===== src/sv/frame_receive_validator_unit_defines.svh =====
// Assertion helpers shared by the frame validator RTL.
// Both expect clk and arst_n in the enclosing module.
`ifndef FRAME_RECEIVE_VALIDATOR_UNIT_DEFINES_SVH
`define FRAME_RECEIVE_VALIDATOR_UNIT_DEFINES_SVH

// same-cycle implication
`define FRV_ASSERT_NOW(lbl, ante, cons, msg) \
	lbl: assert property (@(posedge clk) disable iff (!arst_n) (ante) |-> (cons)) \
		else $error(msg);

// next-cycle implication
`define FRV_ASSERT_NEXT(lbl, ante, cons, msg) \
	lbl: assert property (@(posedge clk) disable iff (!arst_n) (ante) |=> (cons)) \
		else $error(msg);

`endif


===== src/sv/frv_pkg.sv =====
package frv_pkg;

	localparam int OVERHEAD_BYTES = 8;
	localparam int BYTE_W         = 8;
	localparam int ADDR_W         = 16;
	localparam int SUM_W          = 16;
	localparam int POS_W          = 9;
	localparam int STATUS_W       = 3;
	localparam int CFG_IDX_W      = 3;
	localparam int CFG_DATA_W     = 16;

	typedef logic [POS_W-1:0] pos_t;

	// fixed header positions within a frame
	localparam pos_t POS_IDLE    = pos_t'(0);
	localparam pos_t POS_START2  = pos_t'(1);
	localparam pos_t POS_ADDR_LO = pos_t'(2);
	localparam pos_t POS_ADDR_HI = pos_t'(3);
	localparam pos_t POS_CMD     = pos_t'(4);
	localparam pos_t POS_LEN     = pos_t'(5);
	// checksum low byte sits at data length + overhead - 2
	localparam pos_t CSUM_OFFSET = pos_t'(OVERHEAD_BYTES - 2);
	// highest position ever held (checksum high byte of a longest frame)
	localparam pos_t POS_MAX     = pos_t'((1 << BYTE_W) - 1 + OVERHEAD_BYTES - 1);

	typedef enum logic [STATUS_W-1:0] {
		ST_OK            = 3'd0,
		ST_CHECKSUM_ERR  = 3'd1,
		ST_ADDR_MISMATCH = 3'd2,
		ST_UNKNOWN_CMD   = 3'd3,
		ST_HEADER_ERR    = 3'd4
	} status_t;

	typedef enum logic {
		KIND_STATIC  = 1'b0,
		KIND_DYNAMIC = 1'b1
	} kind_t;

	typedef enum logic [CFG_IDX_W-1:0] {
		REG_START_FIRST  = 3'd0,
		REG_START_SECOND = 3'd1,
		REG_OWN_ADDRESS  = 3'd2,
		REG_STATIC_CODE  = 3'd3,
		REG_DYNAMIC_CODE = 3'd4
	} reg_idx_t;

	typedef struct packed {
		logic [BYTE_W-1:0] start_first;
		logic [BYTE_W-1:0] start_second;
		logic [ADDR_W-1:0] own_address;
		logic [BYTE_W-1:0] static_code;
		logic [BYTE_W-1:0] dynamic_code;
	} cfg_t;

	typedef struct packed {
		logic    frame_done;
		status_t status;
		kind_t   kind;
	} result_t;

endpackage


===== src/sv/frv_if.sv =====
interface frv_in_if;
	logic                        valid;
	logic                        ready;
	logic [frv_pkg::BYTE_W-1:0]  rx_byte;
	logic                        restart;

	modport source (output valid, rx_byte, restart, input ready);
	modport sink   (input valid, rx_byte, restart, output ready);
endinterface

interface frv_out_if;
	logic                          valid;
	logic                          ready;
	logic                          frame_done;
	logic [frv_pkg::STATUS_W-1:0]  status;
	logic                          request_kind;

	modport source (output valid, frame_done, status, request_kind, input ready);
	modport sink   (input valid, frame_done, status, request_kind, output ready);
endinterface

interface frv_cfg_if;
	logic                           valid;
	logic                           ready;
	logic [frv_pkg::CFG_IDX_W-1:0]  index;
	logic [frv_pkg::CFG_DATA_W-1:0] data;

	modport source (output valid, index, data, input ready);
	modport sink   (input valid, index, data, output ready);
endinterface


===== src/sv/frame_receive_validator_unit.sv =====
// A byte transferred on rx is held in the input register and checked by the frame checker;
//   its result is then held in the result register, which drives res.valid and the fields.
// Throughput: one byte per cycle while res.ready allows; input register, frame checker, result register.
// Reset (arst_n, async, low): idle, no frame in progress, all config registers zero,
//   both pipeline slots empty.
`include "frame_receive_validator_unit_defines.svh"

module frame_receive_validator_unit (
	input  logic           clk,
	input  logic           arst_n,
	frv_in_if.sink         rx,
	frv_out_if.source      res,
	frv_cfg_if.sink        cfg
);

	// configuration registers
	frv_pkg::cfg_t cfg_q;

	// input stage
	logic                       valid_s1;
	logic [frv_pkg::BYTE_W-1:0] rx_byte_s1;
	logic                       restart_s1;

	// result stage
	logic             out_valid_q;
	frv_pkg::result_t result_q;
	frv_pkg::result_t result_s1;

	logic advance;   // result slot free or being drained this cycle
	logic step;      // byte in stage 1 is processed this cycle

	assign advance  = !out_valid_q || res.ready;
	assign step     = valid_s1 && advance;
	// new byte enters whenever stage 1 is empty or moves on
	assign rx.ready = !valid_s1 || advance;
	assign cfg.ready = 1'b1;

	// config writes; indexes past the list are dropped
	always_ff @(posedge clk or negedge arst_n) begin
		if (!arst_n) begin
			cfg_q <= '0;
		end else if (cfg.valid) begin
			case (cfg.index)
				frv_pkg::REG_START_FIRST:  cfg_q.start_first  <= cfg.data[frv_pkg::BYTE_W-1:0];
				frv_pkg::REG_START_SECOND: cfg_q.start_second <= cfg.data[frv_pkg::BYTE_W-1:0];
				frv_pkg::REG_OWN_ADDRESS:  cfg_q.own_address  <= cfg.data[frv_pkg::ADDR_W-1:0];
				frv_pkg::REG_STATIC_CODE:  cfg_q.static_code  <= cfg.data[frv_pkg::BYTE_W-1:0];
				frv_pkg::REG_DYNAMIC_CODE: cfg_q.dynamic_code <= cfg.data[frv_pkg::BYTE_W-1:0];
				default: ;
			endcase
		end
	end

	// stage 1 valid: set on a transfer, cleared when the byte moves on
	always_ff @(posedge clk or negedge arst_n) begin
		if (!arst_n) begin
			valid_s1 <= 1'b0;
		end else if (rx.valid && rx.ready) begin
			valid_s1 <= 1'b1;
		end else if (advance) begin
			valid_s1 <= 1'b0;
		end
	end

	always_ff @(posedge clk) begin
		if (rx.valid && rx.ready) begin
			rx_byte_s1 <= rx.rx_byte;
			restart_s1 <= rx.restart;
		end
	end

	// frame state and per-byte verdict
	frv_frame_check u_check (
		.clk     (clk),
		.arst_n  (arst_n),
		.step    (step),
		.rx_byte (rx_byte_s1),
		.restart (restart_s1),
		.cfg     (cfg_q),
		.result  (result_s1)
	);

	// result register: every byte gives exactly one result
	always_ff @(posedge clk or negedge arst_n) begin
		if (!arst_n) begin
			out_valid_q <= 1'b0;
		end else if (advance) begin
			out_valid_q <= valid_s1;
		end
	end

	always_ff @(posedge clk) begin
		if (step) begin
			result_q <= result_s1;
		end
	end

	assign res.valid        = out_valid_q;
	assign res.frame_done   = result_q.frame_done;
	assign res.status       = result_q.status;
	assign res.request_kind = result_q.kind;

	`FRV_ASSERT_NEXT(a_step_gives_result, step, out_valid_q, "processed byte left no result")
	`FRV_ASSERT_NOW(a_quiet_fields, out_valid_q && !result_q.frame_done, result_q.status == frv_pkg::ST_OK && result_q.kind == frv_pkg::KIND_STATIC, "fields set without frame end")
	`FRV_ASSERT_NOW(a_kind_only_ok, out_valid_q && result_q.status != frv_pkg::ST_OK, result_q.kind == frv_pkg::KIND_STATIC && result_q.frame_done, "error result malformed")

endmodule


===== src/sv/frv_frame_check.sv =====
`include "frame_receive_validator_unit_defines.svh"

module frv_frame_check (
	input  logic                       clk,
	input  logic                       arst_n,
	input  logic                       step,
	input  logic [frv_pkg::BYTE_W-1:0] rx_byte,
	input  logic                       restart,
	input  frv_pkg::cfg_t              cfg,
	output frv_pkg::result_t           result
);

	frv_pkg::pos_t               byte_pos_q, pos, pos_nxt, low_pos;
	logic [frv_pkg::SUM_W-1:0]   sum_q, sum, sum_nxt, csum_got;
	logic [frv_pkg::ADDR_W-1:0]  addr_q, addr, addr_nxt;
	logic [frv_pkg::BYTE_W-1:0]  cmd_q, cmd, cmd_nxt;
	logic [frv_pkg::BYTE_W-1:0]  len_q, len, len_nxt;
	logic [frv_pkg::BYTE_W-1:0]  csum_lo_q, csum_lo, csum_lo_nxt;
	logic                        go_idle;

	// restart wipes the partial frame before the byte is looked at
	always_comb begin
		pos     = restart ? frv_pkg::POS_IDLE : byte_pos_q;
		sum     = restart ? '0 : sum_q;
		addr    = restart ? '0 : addr_q;
		cmd     = restart ? '0 : cmd_q;
		len     = restart ? '0 : len_q;
		csum_lo = restart ? '0 : csum_lo_q;
		low_pos = frv_pkg::pos_t'(len) + frv_pkg::CSUM_OFFSET;
		csum_got = {rx_byte, csum_lo};
	end

	always_comb begin
		pos_nxt     = pos;
		sum_nxt     = sum;
		addr_nxt    = addr;
		cmd_nxt     = cmd;
		len_nxt     = len;
		csum_lo_nxt = csum_lo;
		go_idle     = 1'b0;
		result      = '{frame_done: 1'b0, status: frv_pkg::ST_OK,
			kind: frv_pkg::KIND_STATIC};

		case (pos)
			frv_pkg::POS_IDLE: begin
				if (rx_byte == cfg.start_first) begin
					pos_nxt = pos + 1'b1;
					sum_nxt = sum + frv_pkg::SUM_W'(rx_byte);
				end
			end
			frv_pkg::POS_START2: begin
				if (rx_byte != cfg.start_second) begin
					result.frame_done = 1'b1;
					result.status     = frv_pkg::ST_HEADER_ERR;
					go_idle           = 1'b1;
				end else begin
					pos_nxt = pos + 1'b1;
					sum_nxt = sum + frv_pkg::SUM_W'(rx_byte);
				end
			end
			frv_pkg::POS_ADDR_LO, frv_pkg::POS_ADDR_HI,
			frv_pkg::POS_CMD, frv_pkg::POS_LEN: begin
				pos_nxt = pos + 1'b1;
				sum_nxt = sum + frv_pkg::SUM_W'(rx_byte);
				case (pos)
					frv_pkg::POS_ADDR_LO: addr_nxt = frv_pkg::ADDR_W'(rx_byte);
					frv_pkg::POS_ADDR_HI: addr_nxt = {rx_byte, addr[frv_pkg::BYTE_W-1:0]};
					frv_pkg::POS_CMD:     cmd_nxt  = rx_byte;
					default:              len_nxt  = rx_byte;
				endcase
			end
			default: begin
				if (pos == low_pos) begin
					// checksum low byte is not part of the sum
					csum_lo_nxt = rx_byte;
					pos_nxt     = pos + 1'b1;
				end else if (pos == low_pos + 1'b1) begin
					result.frame_done = 1'b1;
					go_idle           = 1'b1;
					if (csum_got != sum)
						result.status = frv_pkg::ST_CHECKSUM_ERR;
					else if (addr != cfg.own_address)
						result.status = frv_pkg::ST_ADDR_MISMATCH;
					else if (cmd == cfg.static_code)
						result.kind = frv_pkg::KIND_STATIC;
					else if (cmd == cfg.dynamic_code)
						result.kind = frv_pkg::KIND_DYNAMIC;
					else
						result.status = frv_pkg::ST_UNKNOWN_CMD;
				end else begin
					pos_nxt = pos + 1'b1;
					sum_nxt = sum + frv_pkg::SUM_W'(rx_byte);
				end
			end
		endcase
	end

	always_ff @(posedge clk or negedge arst_n) begin
		if (!arst_n) begin
			byte_pos_q <= frv_pkg::POS_IDLE;
			sum_q      <= '0;
			addr_q     <= '0;
			cmd_q      <= '0;
			len_q      <= '0;
			csum_lo_q  <= '0;
		end else if (step) begin
			if (go_idle) begin
				byte_pos_q <= frv_pkg::POS_IDLE;
				sum_q      <= '0;
				addr_q     <= '0;
				cmd_q      <= '0;
				len_q      <= '0;
				csum_lo_q  <= '0;
			end else begin
				byte_pos_q <= pos_nxt;
				sum_q      <= sum_nxt;
				addr_q     <= addr_nxt;
				cmd_q      <= cmd_nxt;
				len_q      <= len_nxt;
				csum_lo_q  <= csum_lo_nxt;
			end
		end
	end

	`FRV_ASSERT_NEXT(a_done_goes_idle, step && result.frame_done, byte_pos_q == frv_pkg::POS_IDLE, "frame end did not return to idle")
	`FRV_ASSERT_NOW(a_pos_bounded, 1'b1, byte_pos_q <= frv_pkg::POS_MAX, "byte position past longest frame")
	`FRV_ASSERT_NOW(a_idle_sum_clear, byte_pos_q == frv_pkg::POS_IDLE, sum_q == '0, "running sum not clear while idle")

endmodule


===== src/flat_wrapper.sv =====
// flat-port wrapper written by rule: the top's interface ports become plain ports
module frame_receive_validator_unit_flat 
  (clk, arst_n, rx_valid, rx_rx_byte, rx_restart, rx_ready, res_valid, res_frame_done, res_status, res_request_kind, res_ready, cfg_valid, cfg_index, cfg_data, cfg_ready);
  frv_in_if rx_i ();
  frv_out_if res_i ();
  frv_cfg_if cfg_i ();
  input  logic clk;
  input  logic arst_n;
  input wire logic [$bits(rx_i.valid)-1:0] rx_valid;
  input wire logic [$bits(rx_i.rx_byte)-1:0] rx_rx_byte;
  input wire logic [$bits(rx_i.restart)-1:0] rx_restart;
  output wire logic [$bits(rx_i.ready)-1:0] rx_ready;
  output wire logic [$bits(res_i.valid)-1:0] res_valid;
  output wire logic [$bits(res_i.frame_done)-1:0] res_frame_done;
  output wire logic [$bits(res_i.status)-1:0] res_status;
  output wire logic [$bits(res_i.request_kind)-1:0] res_request_kind;
  input wire logic [$bits(res_i.ready)-1:0] res_ready;
  input wire logic [$bits(cfg_i.valid)-1:0] cfg_valid;
  input wire logic [$bits(cfg_i.index)-1:0] cfg_index;
  input wire logic [$bits(cfg_i.data)-1:0] cfg_data;
  output wire logic [$bits(cfg_i.ready)-1:0] cfg_ready;
  assign rx_i.valid = rx_valid;
  assign rx_i.rx_byte = rx_rx_byte;
  assign rx_i.restart = rx_restart;
  assign rx_ready = rx_i.ready;
  assign res_valid = res_i.valid;
  assign res_frame_done = res_i.frame_done;
  assign res_status = res_i.status;
  assign res_request_kind = res_i.request_kind;
  assign res_i.ready = res_ready;
  assign cfg_i.valid = cfg_valid;
  assign cfg_i.index = cfg_index;
  assign cfg_i.data = cfg_data;
  assign cfg_ready = cfg_i.ready;
  frame_receive_validator_unit u_core (.clk(clk), .arst_n(arst_n), .rx(rx_i), .res(res_i), .cfg(cfg_i));
endmodule

===== config.mk =====
export PLATFORM = sky130hd
export DESIGN_NAME = frame_receive_validator_unit_flat
export DESIGN_NICKNAME = d
export VERILOG_FILES = /design/src/sv/frv_pkg.sv /design/src/sv/frv_if.sv /design/src/sv/frame_receive_validator_unit.sv /design/src/sv/frv_frame_check.sv /design/src/flat_wrapper.sv
export VERILOG_INCLUDE_DIRS = /design/src /design/src/sv
export SDC_FILE = /design/constraint.sdc
export NUM_CORES = 1
export LEC_CHECK = 0
export BUFFER_PORTS_ARGS = -buffer_cell sky130_fd_sc_hd__buf_2
export CAP_MARGIN = 10
export CELL_PAD_IN_SITES_DETAIL_PLACEMENT = 1
export CELL_PAD_IN_SITES_GLOBAL_PLACEMENT = 1
export CORE_ASPECT_RATIO = 0.8
export CORE_MARGIN = 2
export CORE_UTILIZATION = 49
export DETAILED_ROUTE_END_ITERATION = 10
export GPL_ROUTABILITY_DRIVEN = 0
export HOLD_SLACK_MARGIN = 0.06
export PLACE_DENSITY = 0.87
export SLEW_MARGIN = 10
export SYNTH_ARGS = -nofsm -noshare
export SYNTH_HDL_FRONTEND = slang
export SYNTH_SLANG_ARGS = --single-unit

===== constraint.sdc =====
create_clock -name clk -period 6.3 [get_ports clk]
set_input_delay 1.575 -clock clk [delete_from_list [all_inputs] [get_ports clk]]
set_output_delay 1.575 -clock clk [all_outputs]
set_load 0.1 [all_outputs]

# Word-level counts from Yosys, hierarchy flattened
# Index checks and enable logic that the tools add are counted.
dict set report totals {
  wordCells 107
  regBits 129
}
dict set report classes {
  n_addsub 4
  bitwise 1
  reduce_logical 19
  n_eq_ne 17
  mux 48
}
# op n
set ops {}
lappend ops {{16-bit two-way mux} 9}
lappend ops {{8-bit two-way mux} 12}
lappend ops {{9-bit two-way mux} 6}
lappend ops {{16-bit one-hot mux with 3 select lines} 1}
lappend ops {{16-bit != test} 2}
lappend ops {{16-bit one-hot mux with 2 select lines} 1}
lappend ops {{9-bit one-hot mux with 3 select lines} 1}
lappend ops {{8-bit equality test} 3}
lappend ops {{9-bit by 1-bit adder with 9-bit output (second input constant)} 2}
lappend ops {{9-bit by 2-bit equality test with 1-bit output (second input constant)} 2}
lappend ops {{9-bit by 3-bit equality test with 1-bit output (second input constant)} 2}
lappend ops {{9-bit equality test} 2}
lappend ops {{16-bit by 8-bit adder with 16-bit output} 1}
lappend ops {{11-bit OR reduction} 1}
lappend ops {{5-bit two-way mux} 2}
lappend ops {{2-bit AND reduction} 5}
lappend ops {{8-bit by 3-bit adder with 9-bit output (second input constant)} 1}
lappend ops {{9-bit by 1-bit equality test with 1-bit output (second input constant)} 1}
lappend ops {{9-bit zero test} 1}
lappend ops {{1-bit two-way mux} 9}
lappend ops {{2-bit two-way mux} 4}
lappend ops {{8-bit != test} 1}
lappend ops {{4-bit one-hot mux with 2 select lines} 1}
lappend ops {{3-bit by 2-bit equality test with 1-bit output (second input constant)} 2}
lappend ops {{other kinds (14)} 17}

# Logic depth before layout (Yosys ltp)
dict set report depth {
  ltp_word 9
  mapped_depth 21
}

# Hierarchy
# From an unflattened synthesis, not the netlist that was laid out.
dict set report hier_totals {
  hier_cells 806
  area_unflattened_um2 8087.8
}
# mod area_per_inst_um2 cells_per_inst seq_area_each_um2 n_inst
set modules_own_cells {}
lappend modules_own_cells {frv_frame_check 5731.7 677 1626.6 1}
lappend modules_own_cells {frame_receive_validator_unit 2356.0 129 1671.6 1}

# Least setup slack after synthesis
# OpenSTA, ideal clock, no wires.
dict set report synth_timing {
  path_kind {reg2reg}
  from {register u_core.restart_s1}
  to {register u_core.u_check.sum_q[14] (netlist name)}
  stages_incl_launch_ff 18
  arrival_ps 4357
  n_path_buf 6
  slack_ps 1857
  setup_time_ps 86
  cell_sequence {edfxtp_1 > clkbuf_1 > clkbuf_1 > clkbuf_1 > buf_2 > buf_1 > clkbuf_1 > nor2b_1 > ha_1 > fa_1 > a21oi_1 > o21bai_1 > nor4_1 > nor3_1 > xnor2_1 > or3_1 > a221o_1 > o21ai_0}
}
dict set report synth_between {
  elab_chain_cells 8
  word_cells_on_any_way 25
  classes_between {add/sub (3); eq/ne (7); mux (12); reduce/logical (3)}
}
# element line
set synth_lines {}
lappend synth_lines {{start, declared} frame_receive_validator_unit.sv:22} ;# logic restart_s1;
lappend synth_lines {{start signal, assigned} frame_receive_validator_unit.sv:68} ;# restart_s1 <= rx.restart;
lappend synth_lines {{8-bit two-way mux} frv_frame_check.sv:27} ;# len = restart ? '0 : len_q;
lappend synth_lines {{8-bit by 3-bit adder with 9-bit output} frv_frame_check.sv:29} ;# low_pos = frv_pkg::pos_t'(len) + frv_pkg::CSUM_OFFSET;
lappend synth_lines {{9-bit by 1-bit adder with 9-bit output} frv_frame_check.sv:77} ;# end else if (pos == low_pos + 1'b1) begin
lappend synth_lines {{9-bit equality test} frv_frame_check.sv:77}
lappend synth_lines {{16-bit two-way mux / 1-bit two-way mux (equally long branches)} frv_frame_check.sv:77}
lappend synth_lines {{16-bit two-way mux / 1-bit two-way mux (equally long branches)} frv_frame_check.sv:73} ;# if (pos == low_pos) begin
lappend synth_lines {{16-bit one-hot mux with 3 select lines / 1-bit one-hot mux with 2 select lines (equally long branches)} frv_frame_check.sv:44} ;# case (pos)
lappend synth_lines {{16-bit two-way mux *} frv_frame_check.sv:107} ;# if (go_idle) begin
lappend synth_lines {{end signal, assigned} frv_frame_check.sv:116} ;# sum_q <= sum_nxt;
lappend synth_lines {{end, declared} frv_frame_check.sv:14} ;# logic [frv_pkg::SUM_W-1:0] sum_q, sum, sum_nxt, csum_got;
# Every way passes the cells marked *; elsewhere a longest branch is shown, timed or not.
# A chain may end at the register's enable or synchronous reset.

# Worst setup path in the final report
dict set report layout_timing {
  from {register u_core.restart_s1}
  to {register u_core.u_check.cmd_q[6] (netlist name)}
}
dict set report layout_between {
  elab_chain_cells 8
  word_cells_on_any_way 21
  classes_between {add/sub (2); eq/ne (7); mux (9); reduce/logical (3)}
}
# element line
set layout_lines {}
lappend layout_lines {{8-bit two-way mux} frv_frame_check.sv:27}
lappend layout_lines {{8-bit by 3-bit adder with 9-bit output} frv_frame_check.sv:29}
lappend layout_lines {{9-bit by 1-bit adder with 9-bit output} frv_frame_check.sv:77}
lappend layout_lines {{9-bit equality test} frv_frame_check.sv:77}
lappend layout_lines {{1-bit two-way mux} frv_frame_check.sv:77}
lappend layout_lines {{1-bit two-way mux} frv_frame_check.sv:73}
lappend layout_lines {{1-bit one-hot mux with 2 select lines} frv_frame_check.sv:44}
lappend layout_lines {{8-bit two-way mux *} frv_frame_check.sv:107}
lappend layout_lines {{end signal, assigned} frv_frame_check.sv:118} ;# cmd_q <= cmd_nxt;
lappend layout_lines {{end, declared} frv_frame_check.sv:16} ;# logic [frv_pkg::BYTE_W-1:0] cmd_q, cmd, cmd_nxt;
# Marks and branches as above.

==> metrics <==
outcome finished, final reports clean; CP required 6.67 ns; global route overflow 0; Initial DRC Count 694; Largest delay share family, worst path simple AND/OR/NAND/NOR gates; Wirelength per Cell 24.7 um; MaxCap Viol Count 0; Slew Limit Fails 0; vias per cell 6.74; CP peak stage delay 0.63 ns; most frequent cells after synthesis dfrtp_1 (115), nand2_1 (65), nor2_1 (64); total of flip-flops plus latches after synthesis 129; post-synthesis sequential area ratio 0.405; CTS tree yes; achievable clock frequency 198 MHz; Die ar. 0.0177 mm2; port bufs 39; vias after detailed routing 7290; Post-DRT Antenna Nets 0; syn_nets 884; Hold Buf Count CTS 0; Tcrit/Tclk final 0.800; GRT Total Usage 0.314; clock sink total 129; DP HPWL 17200 um; Worst Path Class, Setup flop to flop; fillers 1866; initial antenna violation count 1; clock slew at reported path FFs 0.06 ns; TNS Setup 0 ns; crit-path cells buf_4 > clkinv_1 > nand2_1 > ha_1 > nor2_1 > or4b_2 > o2bb2ai_1 > o21a_1 > and4_4 > nor2_4 > inv_2 > nor2_1 > and4_1 > a22o_1; Final Instance Count excl. Fillers 1081; Final nets 896; Synth area leaders dfrtp_1 (35%), mux2_2 (6.8%), edfxtp_1 (5.2%); ANT cells 0; H-Tree Level Count 4; Setup Fix Bufs, Post-CTS 0; Final min period 5.04 ns; cell accounting for the most synthesized area dfrtp_1; layout cells sized above 1 0.178; Area growth, synth to finish 11.1%; asr flop ratio synth 0.891; final hold violation count 0; startpoint types flop; Finished Cell Area 0.00905 mm2; largest net degree at the start of global routing 71; vias in the first global route 7446; die height 119 um; synth unique cells 91; Num CTS Buffers 17; Critical Path Sink Type flop; synthesized area 0.00815 mm2; Initial Util 0.497; Max-slew headroom 0.248; Root Buffer Master clkbuf_16; Std-Cell Rows 42; first-pass GRT wire length 42800 um; core area 0.0164 mm2; Skew-Pair Late Insertion Delay 0.44 ns; Worst-Margin Slew 1.13 ns; pwr/cell area 356 mW/mm2; post-cts resize count 0; peak supply drop 0.217 mV; Static Leak 0.00366 uW; Hold Crit Class flop to flop; CP arrival 5.41 ns; Post-DP Area 0.00844 mm2; Primary FF master, synth dfrtp_1; cell with the most instances after synthesis dfrtp_1; Syn. warnings 0; most used cell along the critical path nor2_1; clock buffer depth 2; post-synthesis instance total 836; Routed WL 26700 um; RSZ-0062 raised after global routing no; CP max-delay cell or4b_2; Residual DRC 0; Final Skew 0.0129 ns; maximum fanout along the worst path 23; Post-synth EDFFs 14; Die X 148 um; Post-Place Cells 1049; io pins 41; CP bufs+invs 3; Synth top area share 0.353; First-pass DRT Iterations 5; Avg Cell Area, Syn 9.75 um2; setup violators final 0
flip-flops by register name, summed over array words and instances, names as in the netlist, 8 cells and up:
register	flops
u_core.cfg_q	48
u_core.u_check.addr_q	16
u_core.u_check.sum_q	16
u_core.u_check.byte_pos_q	9
u_core.rx_byte_s1	8
u_core.u_check.cmd_q	8
u_core.u_check.csum_lo_q	8
u_core.u_check.len_q	8
logic make-up after synthesis:
logic type | count (synthesis) | synth area share
and+or+nand+nor | 279 | 0.181
AOI/OAI and AO/OA | 222 | 0.210
DFF | 129 | 0.405
buffers and inverters | 77 | 0.0401
xor gates and xnor gates | 64 | 0.0723
muxes | 49 | 0.0677
adders and majority gates | 15 | 0.0239
other | 1 | 0.000460
per-layer routing:
layer,wire length [um],global-route usage,part of all wire,vias to the layer above
li1,-,-,-,3173
met4,714,0.114,0.027,0
met5,0,0,0,-
met1,11300,0.416,0.42,3719
met2,12800,0.512,0.48,328
met3,2000,0.0655,0.075,70
stage by stage:
step	total power, uW	utilization	setup slack, ns	hold slack (ns)
global placement	2070	0.515	1.77	0.469
floorplan	1850	-	1.86	0.457
detailed placement	2120	0.515	1.48	0.481
CTS	3200	0.552	1.41	0.501
finish	3220	0.552	1.26	0.501
global route	3360	0.552	0.969	0.518
final cells by class:
cell class | count | area, um2 | area share
sequential | 129 | 3300 | 0.364
tap | 220 | 275 | 0.0304
clock inverter | 13 | 149 | 0.0164
inverter | 24 | 90.1 | 0.00995
timing repair buffer | 46 | 250 | 0.0276
multi-input combinational | 630 | 4530 | 0.500
clock buffer | 19 | 464 | 0.0513
power by group:
part	switching (uW)	internal [uW]	leakage, uW	total [uW]
clock network	420	623	0.000297	1040
registers	214	984	0.00163	1200
logic	602	379	0.00174	981
total	1230	1990	0.00366	3220
layout by cell type, fill, tap and decap left out, types with 4 or more instances in the layout:
cell	Yosys	layout
dfrtp_1	115	115
nand2_1	65	65
nor2_1	64	64
mux2_2	49	49
a22o_1	44	44
buf_2	6	38
xnor2_1	34	34
a31oi_1	30	30
xor2_1	28	28
nor3_1	27	27
inv_1	22	22
o21ai_0	21	21
a21oi_1	20	20
o32ai_1	20	20
clkbuf_16	0	18
nor2b_1	17	17
nand3_1	14	14
ha_1	14	14
edfxtp_1	14	14
nor4_1	13	13
a211oi_1	11	11
nand4_1	11	11
nor3b_1	10	10
and2_1	9	9
o211ai_1	8	8
a21o_1	8	8
buf_4	4	8
o22ai_1	7	7
nor4bb_1	6	6
or3_1	5	5
and3_1	5	5
o31ai_1	5	5
nand2b_1	4	4
or4_1	4	4
o31ai_2	4	4
path summary, 6_finish.rpt:
check	startpoint	end	slack [ns]	depth (start not counted)
setup / recovery	u_core.restart_s1$_DFFE_PP_	u_core.u_check.cmd_q[6]$_DFFE_PN0P_	1.26	14
hold / removal	u_core.u_check.sum_q[2]$_DFFE_PN0P_	u_core.u_check.sum_q[2]$_DFFE_PN0P_	0.50	2
setup reg to reg	u_core.restart_s1$_DFFE_PP_	u_core.u_check.cmd_q[6]$_DFFE_PN0P_	1.26	14
hold reg to reg	u_core.u_check.sum_q[2]$_DFFE_PN0P_	u_core.u_check.sum_q[2]$_DFFE_PN0P_	0.50	2
max in group asynchronous	arst_n	u_core.u_check.sum_q[7]$_DFFE_PN0P_	3.84	2
min in group asynchronous	arst_n	u_core.u_check.sum_q[9]$_DFFE_PN0P_	1.24	1
worst reg2reg max path, cell delays in order, from the launching register on:
cell	delay, ns
edfxtp_1	0.32
buf_4	0.27
clkinv_1	0.55
nand2_1	0.38
ha_1	0.33
nor2_1	0.15
or4b_2	0.63
o2bb2ai_1	0.22
o21a_1	0.37
and4_4	0.26
nor2_4	0.14
inv_2	0.21
nor2_1	0.43
and4_1	0.49
a22o_1	0.23
Note: power is estimated with default switching activity, not from simulation.
